**config.mk**
```make
export PLATFORM = sky130hd
export DESIGN_NAME = button_press_classifier_core
export DESIGN_NICKNAME = d
export VERILOG_FILES = /design/src/rtl/core/bpc_pkg.sv /design/src/rtl/core/bpc_lane.sv /design/src/rtl/core/bpc_merge.sv /design/src/rtl/core/button_press_classifier_core.sv
export SDC_FILE = /design/constraint.sdc
export NUM_CORES = 2
export LEC_CHECK = 0
export BUFFER_PORTS_ARGS = -buffer_cell sky130_fd_sc_hd__buf_2
export CAP_MARGIN = 0
export CORE_ASPECT_RATIO = 1.2
export CORE_UTILIZATION = 45
export CTS_CLUSTER_DIAMETER = 50
export DETAILED_ROUTE_END_ITERATION = 10
export HOLD_SLACK_MARGIN = 0.03
export PLACE_DENSITY_LB_ADDON = 0.25
export SYNTH_ARGS = -nofsm -noshare
export SYNTH_HDL_FRONTEND = slang
export SYNTH_HIERARCHICAL = 1
export SYNTH_SLANG_ARGS = --single-unit
export TNS_END_PERCENT = 30
```
**constraint.sdc**
```tcl
create_clock -name i_clk -period 5.8 [get_ports i_clk]
set_input_delay 0 -clock i_clk [delete_from_list [all_inputs] [get_ports i_clk]]
set_output_delay 0 -clock i_clk [all_outputs]
set_load 0.01 [all_outputs]
```
**src/rtl/core/bpc_pkg.sv**
```systemverilog
// types, constants and codes shared by the button press classifier
// no dependencies
package bpc_pkg;

    // number of buttons handled side by side
    localparam int BUTTON_COUNT = 8;
    localparam int BTN_IDX_W    = (BUTTON_COUNT > 1) ? $clog2(BUTTON_COUNT) : 1;

    // most results one tick may report
    localparam int MAX_RESULTS  = 8;
    localparam int CNT_W        = $clog2(MAX_RESULTS);

    // configuration port
    localparam int ADDR_W       = 3;
    localparam int DATA_W       = 32;
    localparam logic REG_LONG   = 1'b0;
    localparam logic REG_NORMAL = 1'b1;
    localparam logic [15:0] LONG_RESET   = 16'd1000;
    localparam logic [15:0] NORMAL_RESET = 16'd50;

    // request opcodes
    localparam logic OP_TICK   = 1'b0;
    localparam logic OP_ATTACH = 1'b1;

    // per-button phase
    typedef enum logic [1:0] {
        PH_IDLE    = 2'd0,
        PH_PRESSED = 2'd1,
        PH_WAIT    = 2'd2,
        PH_NONE    = 2'd3
    } t_phase;

    // result kinds
    typedef enum logic [2:0] {
        EV_DOWN   = 3'd0,
        EV_NORMAL = 3'd1,
        EV_LONG   = 3'd2,
        EV_UP     = 3'd3,
        EV_ATTACH = 3'd4
    } t_event;

    // input request
    typedef struct packed {
        logic        opcode;
        logic [2:0]  button_index;
        logic        attach_enable;
        logic [7:0]  pressed_bits;
        logic [31:0] now_ms;
    } t_in_req;

    // result request
    typedef struct packed {
        logic [2:0] button_id;
        t_event     event_kind;
        logic       held_at_attach;
        logic       last;
    } t_out_req;

    // what one lane found on a tick
    typedef struct packed {
        logic   hit;
        t_event kind;
    } t_lane_evt;

endpackage

```
**src/rtl/core/bpc_lane.sv**
```systemverilog
// one button's phase machine, stepped once per tick request
// depends on bpc_pkg
module bpc_lane (
    input  logic               i_clk,
    input  logic               i_rst_n,
    input  logic               i_tick,
    input  logic               i_attach,
    input  logic               i_attach_en,
    input  logic               i_held,
    input  logic [31:0]        i_now_ms,
    input  logic [15:0]        i_long_ms,
    input  logic [15:0]        i_normal_ms,
    output bpc_pkg::t_lane_evt o_evt
);
    import bpc_pkg::*;

    logic        r_enabled, n_enabled;
    t_phase      r_now, n_now;
    t_phase      r_before, n_before;
    t_phase      r_next, n_next;
    logic [31:0] r_start, n_start;
    logic [31:0] elapsed;

    // time held since the press started, wrapping
    assign elapsed = i_now_ms - r_start;

    // next state and event of this button
    always_comb begin
        n_enabled = r_enabled;
        n_now     = r_now;
        n_before  = r_before;
        n_next    = r_next;
        n_start   = r_start;
        o_evt     = '{hit: 1'b0, kind: EV_DOWN};
        if (i_attach) begin
            n_enabled = i_attach_en;
            n_before  = PH_NONE;
            n_now     = i_held ? PH_WAIT : PH_IDLE;
            n_next    = i_held ? PH_WAIT : PH_IDLE;
        end else if (i_tick && r_enabled && (r_now != PH_NONE)) begin
            if (r_now != r_before) begin
                // entry action
                if (r_now == PH_PRESSED) begin
                    n_start = i_now_ms;
                    o_evt   = '{hit: 1'b1, kind: EV_DOWN};
                end
                n_before = r_now;
            end else if (r_next == r_now) begin
                // transition test
                case (r_now)
                    PH_IDLE: begin
                        if (i_held) n_next = PH_PRESSED;
                    end
                    PH_PRESSED: begin
                        if (i_held) begin
                            if (elapsed > {16'd0, i_long_ms}) begin
                                o_evt  = '{hit: 1'b1, kind: EV_LONG};
                                n_next = PH_WAIT;
                            end
                        end else begin
                            if (elapsed > {16'd0, i_normal_ms}) begin
                                o_evt = '{hit: 1'b1, kind: EV_NORMAL};
                            end
                            n_next = PH_WAIT;
                        end
                    end
                    PH_WAIT: begin
                        if (!i_held) n_next = PH_IDLE;
                    end
                    default: begin
                        n_next = r_next;
                    end
                endcase
            end else begin
                // exit action
                if (r_now == PH_WAIT) begin
                    o_evt = '{hit: 1'b1, kind: EV_UP};
                end
                n_now = r_next;
            end
        end
    end

    // button state
    always_ff @(posedge i_clk) begin
        if (!i_rst_n) begin
            r_enabled <= 1'b0;
            r_now     <= PH_IDLE;
            r_before  <= PH_IDLE;
            r_next    <= PH_IDLE;
            r_start   <= '0;
        end else begin
            r_enabled <= n_enabled;
            r_now     <= n_now;
            r_before  <= n_before;
            r_next    <= n_next;
            r_start   <= n_start;
        end
    end

endmodule

```
**src/rtl/core/bpc_merge.sv**
```systemverilog
// gathers the lanes' events and hands them out one result a cycle in button order unless stalled
// depends on bpc_pkg
module bpc_merge (
    input  logic                                     i_clk,
    input  logic                                     i_rst_n,
    input  logic                                     i_load_tick,
    input  logic                                     i_load_attach,
    input  bpc_pkg::t_lane_evt [bpc_pkg::BUTTON_COUNT-1:0] i_evts,
    input  logic [2:0]                               i_attach_id,
    input  logic                                     i_attach_held,
    input  logic                                     i_out_stall,
    output logic                                     o_out_valid,
    output bpc_pkg::t_out_req                        o_out,
    output logic                                     o_busy
);
    import bpc_pkg::*;

    logic [BUTTON_COUNT-1:0] r_pend, n_pend;
    t_event                  r_kind [BUTTON_COUNT];
    logic [CNT_W-1:0]        r_cnt, n_cnt;
    logic                    r_out_valid, n_out_valid;
    t_out_req                r_out, n_out;

    logic [BUTTON_COUNT-1:0] pick;
    logic [BUTTON_COUNT-1:0] rest;
    logic [BTN_IDX_W-1:0]    pick_idx;
    logic                    slot_free;
    logic                    is_last;

    assign slot_free = !r_out_valid || !i_out_stall;

    // lowest pending button
    assign pick = r_pend & (~r_pend + 1'b1);
    assign rest = r_pend & ~pick;
    always_comb begin
        pick_idx = '0;
        for (int i = 0; i < BUTTON_COUNT; i++) begin
            if (pick[i]) pick_idx = BTN_IDX_W'(i);
        end
    end

    // final result of the tick: nothing left, or the result limit reached
    assign is_last = (rest == '0) || (r_cnt == CNT_W'(MAX_RESULTS - 1));

    // output slot and pending set
    always_comb begin
        n_pend      = r_pend;
        n_cnt       = r_cnt;
        n_out_valid = r_out_valid;
        n_out       = r_out;
        if (i_load_attach) begin
            n_out_valid = 1'b1;
            n_out       = '{button_id: i_attach_id, event_kind: EV_ATTACH,
                            held_at_attach: i_attach_held, last: 1'b1};
        end else if (i_load_tick) begin
            for (int i = 0; i < BUTTON_COUNT; i++) begin
                n_pend[i] = i_evts[i].hit;
            end
            n_cnt = '0;
        end else if ((r_pend != '0) && slot_free) begin
            n_out_valid = 1'b1;
            n_out       = '{button_id: 3'(pick_idx), event_kind: r_kind[pick_idx],
                            held_at_attach: 1'b0, last: is_last};
            n_pend      = is_last ? '0 : rest;
            n_cnt       = r_cnt + 1'b1;
        end else if (r_out_valid && !i_out_stall) begin
            n_out_valid = 1'b0;
        end
    end

    // event kinds captured at the tick
    always_ff @(posedge i_clk) begin
        if (i_load_tick) begin
            for (int i = 0; i < BUTTON_COUNT; i++) begin
                r_kind[i] <= i_evts[i].kind;
            end
        end
    end

    always_ff @(posedge i_clk) begin
        if (!i_rst_n) begin
            r_pend      <= '0;
            r_cnt       <= '0;
            r_out_valid <= 1'b0;
        end else begin
            r_pend      <= n_pend;
            r_cnt       <= n_cnt;
            r_out_valid <= n_out_valid;
        end
    end

    always_ff @(posedge i_clk) begin
        r_out <= n_out;
    end

    assign o_out_valid = r_out_valid;
    assign o_out       = r_out;
    assign o_busy      = r_out_valid || (r_pend != '0);

    // a new request only lands on an empty merge stage
    a_load_idle: assert property (@(posedge i_clk) disable iff (!i_rst_n)
        (i_load_tick || i_load_attach) |-> !o_busy)
        else $error("request loaded while results outstanding");

    // nothing stays pending once the final result is shown
    a_last_clean: assert property (@(posedge i_clk) disable iff (!i_rst_n)
        (r_out_valid && r_out.last) |-> (r_pend == '0))
        else $error("pending events behind a final result");

    // pending set only loses members between loads
    a_pend_shrinks: assert property (@(posedge i_clk) disable iff (!i_rst_n)
        !i_load_tick |=> ((r_pend & ~$past(r_pend)) == '0))
        else $error("pending set grew without a tick");

    // an attach reply is always the only result
    a_attach_last: assert property (@(posedge i_clk) disable iff (!i_rst_n)
        (r_out_valid && (r_out.event_kind == EV_ATTACH)) |-> r_out.last)
        else $error("attach reply without last");

endmodule

```
**src/rtl/core/button_press_classifier_core.sv**
```systemverilog
// button press classifier: one lane per button, merged into a serial result stream
// attach reply shows in the cycle after the request; tick events pass through the pending set, then the output register
// a new request is held off while results are outstanding; the merge stage hands out one result a cycle
// unless the output stalls, and a tick that finds no events leaves it free for a new request
// synchronous active-low reset: thresholds 1000 and 50 ms, all buttons disabled and idle
module button_press_classifier_core (
    input  logic                            i_clk,
    input  logic                            i_rst_n,
    input  logic                            i_in_valid,
    output logic                            o_in_stall,
    input  bpc_pkg::t_in_req                i_in,
    output logic                            o_out_valid,
    input  logic                            i_out_stall,
    output bpc_pkg::t_out_req               o_out,
    input  logic                            psel,
    input  logic                            penable,
    input  logic                            pwrite,
    input  logic [bpc_pkg::ADDR_W-1:0]      paddr,
    input  logic [bpc_pkg::DATA_W-1:0]      pwdata,
    output logic [bpc_pkg::DATA_W-1:0]      prdata,
    output logic                            pready
);
    import bpc_pkg::*;

    logic [15:0] r_long_ms;
    logic [15:0] r_normal_ms;
    logic        busy;
    logic        accept;
    logic        do_tick;
    logic        do_attach;
    logic        cfg_wr;
    t_lane_evt [BUTTON_COUNT-1:0] lane_evts;

    // request handshake
    assign o_in_stall = busy;
    assign accept     = i_in_valid && !busy;
    assign do_tick    = accept && (i_in.opcode == OP_TICK);
    assign do_attach  = accept && (i_in.opcode == OP_ATTACH);

    // configuration registers
    assign pready = 1'b1;
    assign cfg_wr = psel && penable && pwrite;

    always_ff @(posedge i_clk) begin
        if (!i_rst_n) begin
            r_long_ms   <= LONG_RESET;
            r_normal_ms <= NORMAL_RESET;
        end else if (cfg_wr) begin
            case (paddr[2])
                REG_LONG:   r_long_ms   <= pwdata[15:0];
                REG_NORMAL: r_normal_ms <= pwdata[15:0];
                default:    r_long_ms   <= r_long_ms;
            endcase
        end
    end

    // register read back
    always_comb begin
        case (paddr[2])
            REG_LONG:   prdata = {16'd0, r_long_ms};
            REG_NORMAL: prdata = {16'd0, r_normal_ms};
            default:    prdata = '0;
        endcase
    end

    // one lane per button; buttons past the eighth read as released
    for (genvar g = 0; g < BUTTON_COUNT; g++) begin : g_lane
        logic held;
        if (g < 8) begin : g_in
            assign held = i_in.pressed_bits[g];
        end else begin : g_out
            assign held = 1'b0;
        end

        bpc_lane u_lane (
            .i_clk       (i_clk),
            .i_rst_n     (i_rst_n),
            .i_tick      (do_tick),
            .i_attach    (do_attach && (int'(i_in.button_index) == g)),
            .i_attach_en (i_in.attach_enable),
            .i_held      (held),
            .i_now_ms    (i_in.now_ms),
            .i_long_ms   (r_long_ms),
            .i_normal_ms (r_normal_ms),
            .o_evt       (lane_evts[g])
        );
    end

    // serialise the lanes' findings
    bpc_merge u_merge (
        .i_clk         (i_clk),
        .i_rst_n       (i_rst_n),
        .i_load_tick   (do_tick),
        .i_load_attach (do_attach),
        .i_evts        (lane_evts),
        .i_attach_id   (i_in.button_index),
        .i_attach_held (i_in.pressed_bits[i_in.button_index]),
        .i_out_stall   (i_out_stall),
        .o_out_valid   (o_out_valid),
        .o_out         (o_out),
        .o_busy        (busy)
    );

endmodule
```
; ---- Word-level counts from Yosys, hierarchy flattened
; Memory sizes are Yosys's and may differ from the RTL's.
; Index checks and enable logic that the tools add are counted.
[totals]
regBits = 364
mem_bits_rw = 24
elab_cells = 543
n_memories = 1
[classes]
addsub = 10
n_lt_le_gt_ge = 17
eq_ne = 89
muxes = 240
bitwise = 16
reduce_logical = 121
[mem_list]
columns = name, words, word_bits, rd, rd_clocked_by_memory_dff, write_ports, line
row1 = u_merge.r_kind, 8, 3, 1, 0, 8, bpc_merge.sv:19  ; t_event r_kind [BUTTON_COUNT];
[op_table]
columns = cell, count
row1 = > comparator 32 x 16 -> 1 bit, 16
row2 = two-way mux 4 bit, 80
row3 = two-way mux 2 bit, 130
row4 = subtractor 32 bit, 8
row5 = case mux 32 bit (2 select lines), 1
row6 = AND reduction 7 bit, 8
row7 = nonzero test 2 bit, 26
row8 = two-way mux 8 bit, 6
row9 = "inequality test 3 x 2 -> 1 bit, second input constant", 16
row10 = case mux 2 bit (3 select lines), 8
row11 = "inequality test 2 x 1 -> 1 bit, second input constant", 16
row12 = "inequality test 4 x 3 -> 1 bit, second input constant", 8
row13 = AND reduction 4 bit, 8
row14 = nonzero test 4 bit, 8
row15 = logical AND 1 bit, 31
row16 = AND reduction 2 bit, 14
row17 = AND reduction 3 bit, 8
row18 = two-way mux 3 bit, 6
row19 = "inequality test 2 bit, second input constant", 9
row20 = AND 8 bit, 2
row21 = "equality test 2 x 1 -> 1 bit, second input constant", 8
row22 = equality test 2 bit, 8
row23 = "equality test 2 bit, second input constant", 8
row24 = logical NOT 2 bit, 8
row25 = other kinds (17), 52

; ---- Longest topological paths before layout
; An unclocked memory read counts as a cell.
[logic_depth]
word_depth = 14
mapped_depth = 24

; ---- Cells and area by module
; The synthesis kept the hierarchy.
[by_module_without_submodules]
columns = mod, n_inst, cells_each, area_per_inst_um2, seq_area_each_um2
row1 = bpc_lane at g_lane[1].u_lane ..., 4, 647, 4663.2, 780.7
row2 = bpc_lane at g_lane[0].u_lane ..., 2, 666, 4740.8, 780.7
row3 = bpc_lane at g_lane[4].u_lane, 1, 660, 4782.1, 780.7
row4 = bpc_lane at g_lane[7].u_lane, 1, 658, 4737.0, 780.7
row5 = bpc_merge, 1, 186, 2020.7, 1161.1
row6 = button_press_classifier_core, 1, 187, 1776.7, 640.6

; ---- Worst setup path after synthesis
; No wires, ideal clock.
[synth_timing]
path_type = flip-flop to flip-flop
startpoint = register u_merge.r_pend[1]
endpoint = register u_merge.r_pend[5]
setup_time_ns = 0.059
arrival_time_ns = 6.344
t_required_ns = 5.741
path_slack_ns = -0.604
path_stages_with_launch = 14
n_path_buf = 1
period_less_slack_ns = 6.404
cell_sequence = dfxtp_1 -> buf_6 -> or4_4 -> nor3_1 -> nand3b_1 -> nor3b_1 -> nand3b_1 -> or3_1 -> or3_1 -> nor3_1 -> or3_1 -> a21oi_1 -> o21ai_0 -> and2_1
[synth_lines]
columns = element, line
row1 = start: declaration, bpc_merge.sv:18  ; logic [BUTTON_COUNT-1:0] r_pend, n_pend;
row2 = start signal: assignment, bpc_merge.sv:86  ; r_pend <= n_pend;

==> metrics.cfg <==
[status]
status=completed

[worst_setup_path]
timing.reg2reg.setup_slack_ps=540
worstReg2RegEnd=u_merge/r_pend[7]$_SDFFE_PN0P_
worstSetupStartpointType=input pin
startpoint=i_in[0]
crit_required_ps=6350
worstSetupEndpoint=u_merge/r_pend[0]$_SDFFE_PN0P_
cp_data_arrival_time_ps=5860
reg2regPathDepth=21
cp-end-kind=register
crit_type=input pin to register
r2r-start=g_lane[7].u_lane/r_start[4]$_SDFFE_PN0P_
crit_fanout=16

[synth]
syn_area_per_cell_um2=7.387
ys.flop_type=dfxtp_1
synth_top_area_cell=dfxtp_1
ys_warn_count=6
synth.distinct_cells=121
syn_area_um2=41450
synth_edf_count=28
async_flop_share_pct=0
ys_seq_elements=388
yosysSeqAreaShare_pct=19.42
yosys-top-cells-area=dfxtp_1, ha_1, nand2_1, inv_1, a21boi_0
synth_top_area_share_pct=17.39
synthCells=5611

[sta]
skew_ps=34.12
max_freq_mhz=188.2
hold_viol_final=0
rsz0062_at_grt=false
setup_violations=0
worstMarginPinSlew_ps=1035
final_max_slew_viol_count=0
fin_crit_sh_pct=91.60
max-slew-margin-rel_pct=30.94
setup_tns_ps=0
period_needed_ps=5313

[die]
rows=121
core-area_um2=90990
die_y_um=334.5
io_pins=130
die_area_um2=93340
initial_core_util_pct=45.56
die_w_um=279.1

[placement]
hpwlAfterDp_um=110000
io_buffer_count=94
place_congestion=1.011
placedCellCount=6800

[routing]
vias=40430
post-route-drc-count=0
firstDrtPassIters=6
drtAntennaViolNets=0
wl_per_cell_um=20.42
routed_via_density=5.781
routed_wl_um=142800
drt_iter0_drc=3084

[global_routing]
grt_pass1_wl_um=217900
grt_antenna_before_repair=9
grt_usage_pct=29.87
overflow=0
grt_pass1_vias=38030
grt_max_degree=196

[power_and_ir_drop]
p_leak_nw=17.88
vdd_ir_drop_max_v=0.0002319
power.density_nw_per_um2=189.9

[clocking]
post_cts_buffers=0
cts_max_level=2
clock_path_buffers=3
cts_root_buffer=clkbuf_16
clkSinkCount=388
clk_latency_ps=660
clkTransAtPathRegs_ps=60
cts_tree=built
numCtsBuffers=60

[cells_and_area]
drive_above_1_share_pct=7.361
mostFrequentLayoutCell=nand2_1
mostFrequentLayoutCells=nand2_1, inv_1, ha_1, a21oi_1, dfxtp_1
layout.nets=6341
instances_no_fill=6993
syn_to_final_growth_pct=10.95

[hold_path]
min_from=i_in_valid
holdCritPathClass=input pin to register

[job]
cap_violations=0

kinds of logic after synthesis:
| kind of cell | after synthesis | synth area share [%] |
|---|---|---|
| fa+ha+maj | 547 | 16.65 |
| other cells | 10 | 0.09056 |
| compound gates | 1559 | 25.61 |
| simple gates | 1939 | 22.64 |
| mux | 117 | 3.058 |
| buf+inv | 850 | 8.253 |
| flops | 388 | 19.42 |
| xor+xnor | 201 | 4.283 |
worst max-delay path, cell delays in order:
cell	delay, ps
dlygate4sd3_1	560
buf_2	380
inv_1	90
ha_1	230
fa_1	440
nor2b_4	130
o2111ai_1	250
nand2_1	210
a31oi_1	140
o21ai_0	360
xor2_1	250
ha_1	280
and4_1	210
a221o_1	350
a221oi_1	360
o211ai_1	150
nand3_1	190
nand3_1	90
nor4_1	300
buf_4	200
o21bai_1	70
a211o_1	380
a22oi_1	180
nor2b_1	70
area by class of cell:
cell class | instances | area [um2]
clock inverter | 40 | 480.5
inverter | 611 | 2293
sequential | 388 | 8048
multi-input combinational | 4388 | 30110
tap | 1230 | 1539
clock buffer | 74 | 1597
timing repair buffer | 259 | 1922
antenna | 3 | 7.507
fill | 9032 | 45000
flip-flops by register name (all words and copies together) (netlist names), 16 cells and up:
register and count:
g_lane.u_lane/r_before 16, g_lane.u_lane/r_next 16, g_lane.u_lane/r_now 16, g_lane.u_lane/r_start 256
u_merge/r_kind 24, r_long_ms 16, r_normal_ms 16
worst min path at each step:
stage | end | slack, ps | cells after the start
after floorplan | r_normal_ms[3]$_SDFFE_PN0P_ | 140 | 2
after global placement | r_normal_ms[7]$_SDFFE_PN0P_ | 260 | 3
after detailed placement | r_normal_ms[7]$_SDFFE_PN0P_ | 280 | 3
after CTS | u_merge/r_kind[5][0]$_DFFE_PP_ | 30 | 3
after global routing | u_merge/r_kind[5][0]$_DFFE_PP_ | 80 | 3
final | u_merge/r_kind[3][1]$_DFFE_PP_ | 80 | 3
routing by layer:
layer / global-route usage (%) / wire [um] / vias to the layer above / part of all wire [%]
li1: - / - / 19990 / -
met1: 36.39 / 58910 / 18930 / 41
met2: 50.01 / 65480 / 1160 / 46
met3: 4.257 / 9062 / 342 / 6.3
met4: 17.44 / 9276 / 6 / 6.5
met5: 0 / 41 / - / 0.029
cell usage after synthesis, types with 31 or more instances:
cell type,count
o211ai_1,45
inv_1,611
clkbuf_1,176
a21boi_0,288
a21oi_1,382
o21a_1,57
nor3_1,90
a31oi_1,59
nand2_1,875
xor2_1,78
mux2i_1,88
a211oi_1,47
ha_1,538
or3_1,32
nand3_1,127
nand4_1,121
nor4_1,31
a21o_1,124
nand2b_1,45
dfxtp_1,360
xnor2_1,121
nor2b_1,103
o21ai_0,255
nor2_1,286
timing repair:
action / CTS / global route
endpoints found under the hold margin: 319 / 0
hold buffers: 76 / 0
gates resized for setup: 0 / 0
endpoints found under the setup margin: 0 / 0
power breakdown:
group	total (W)	internal (W)	leakage, nW	switching, W
Combinational	0.00222	0.000848	13.7	0.00138
Sequential	0.00274	0.00272	3.17	0.0000284
Clock	0.00377	0.00223	0.982	0.00154
through the flow:
step | utilization (%) | hold slack (ps) | setup WS [ps] | total power [W] | area [um2]
2_1_floorplan | - | 142.2 | 837.6 | 0.004289 | 41510
3_3_place_gp | 47.42 | 264.0 | 603.2 | 0.004926 | 43150
3_5_place_dp | 47.42 | 281.0 | 460.5 | 0.004946 | 43150
4_1_cts | 50.54 | 32.68 | 521.1 | 0.008778 | 45980
5_1_grt | 50.54 | 75.77 | 124.0 | 0.009123 | 45990
6_report | 50.55 | 78.95 | 487.1 | 0.008734 | 45990
Power figures use the tool's default switching activity.
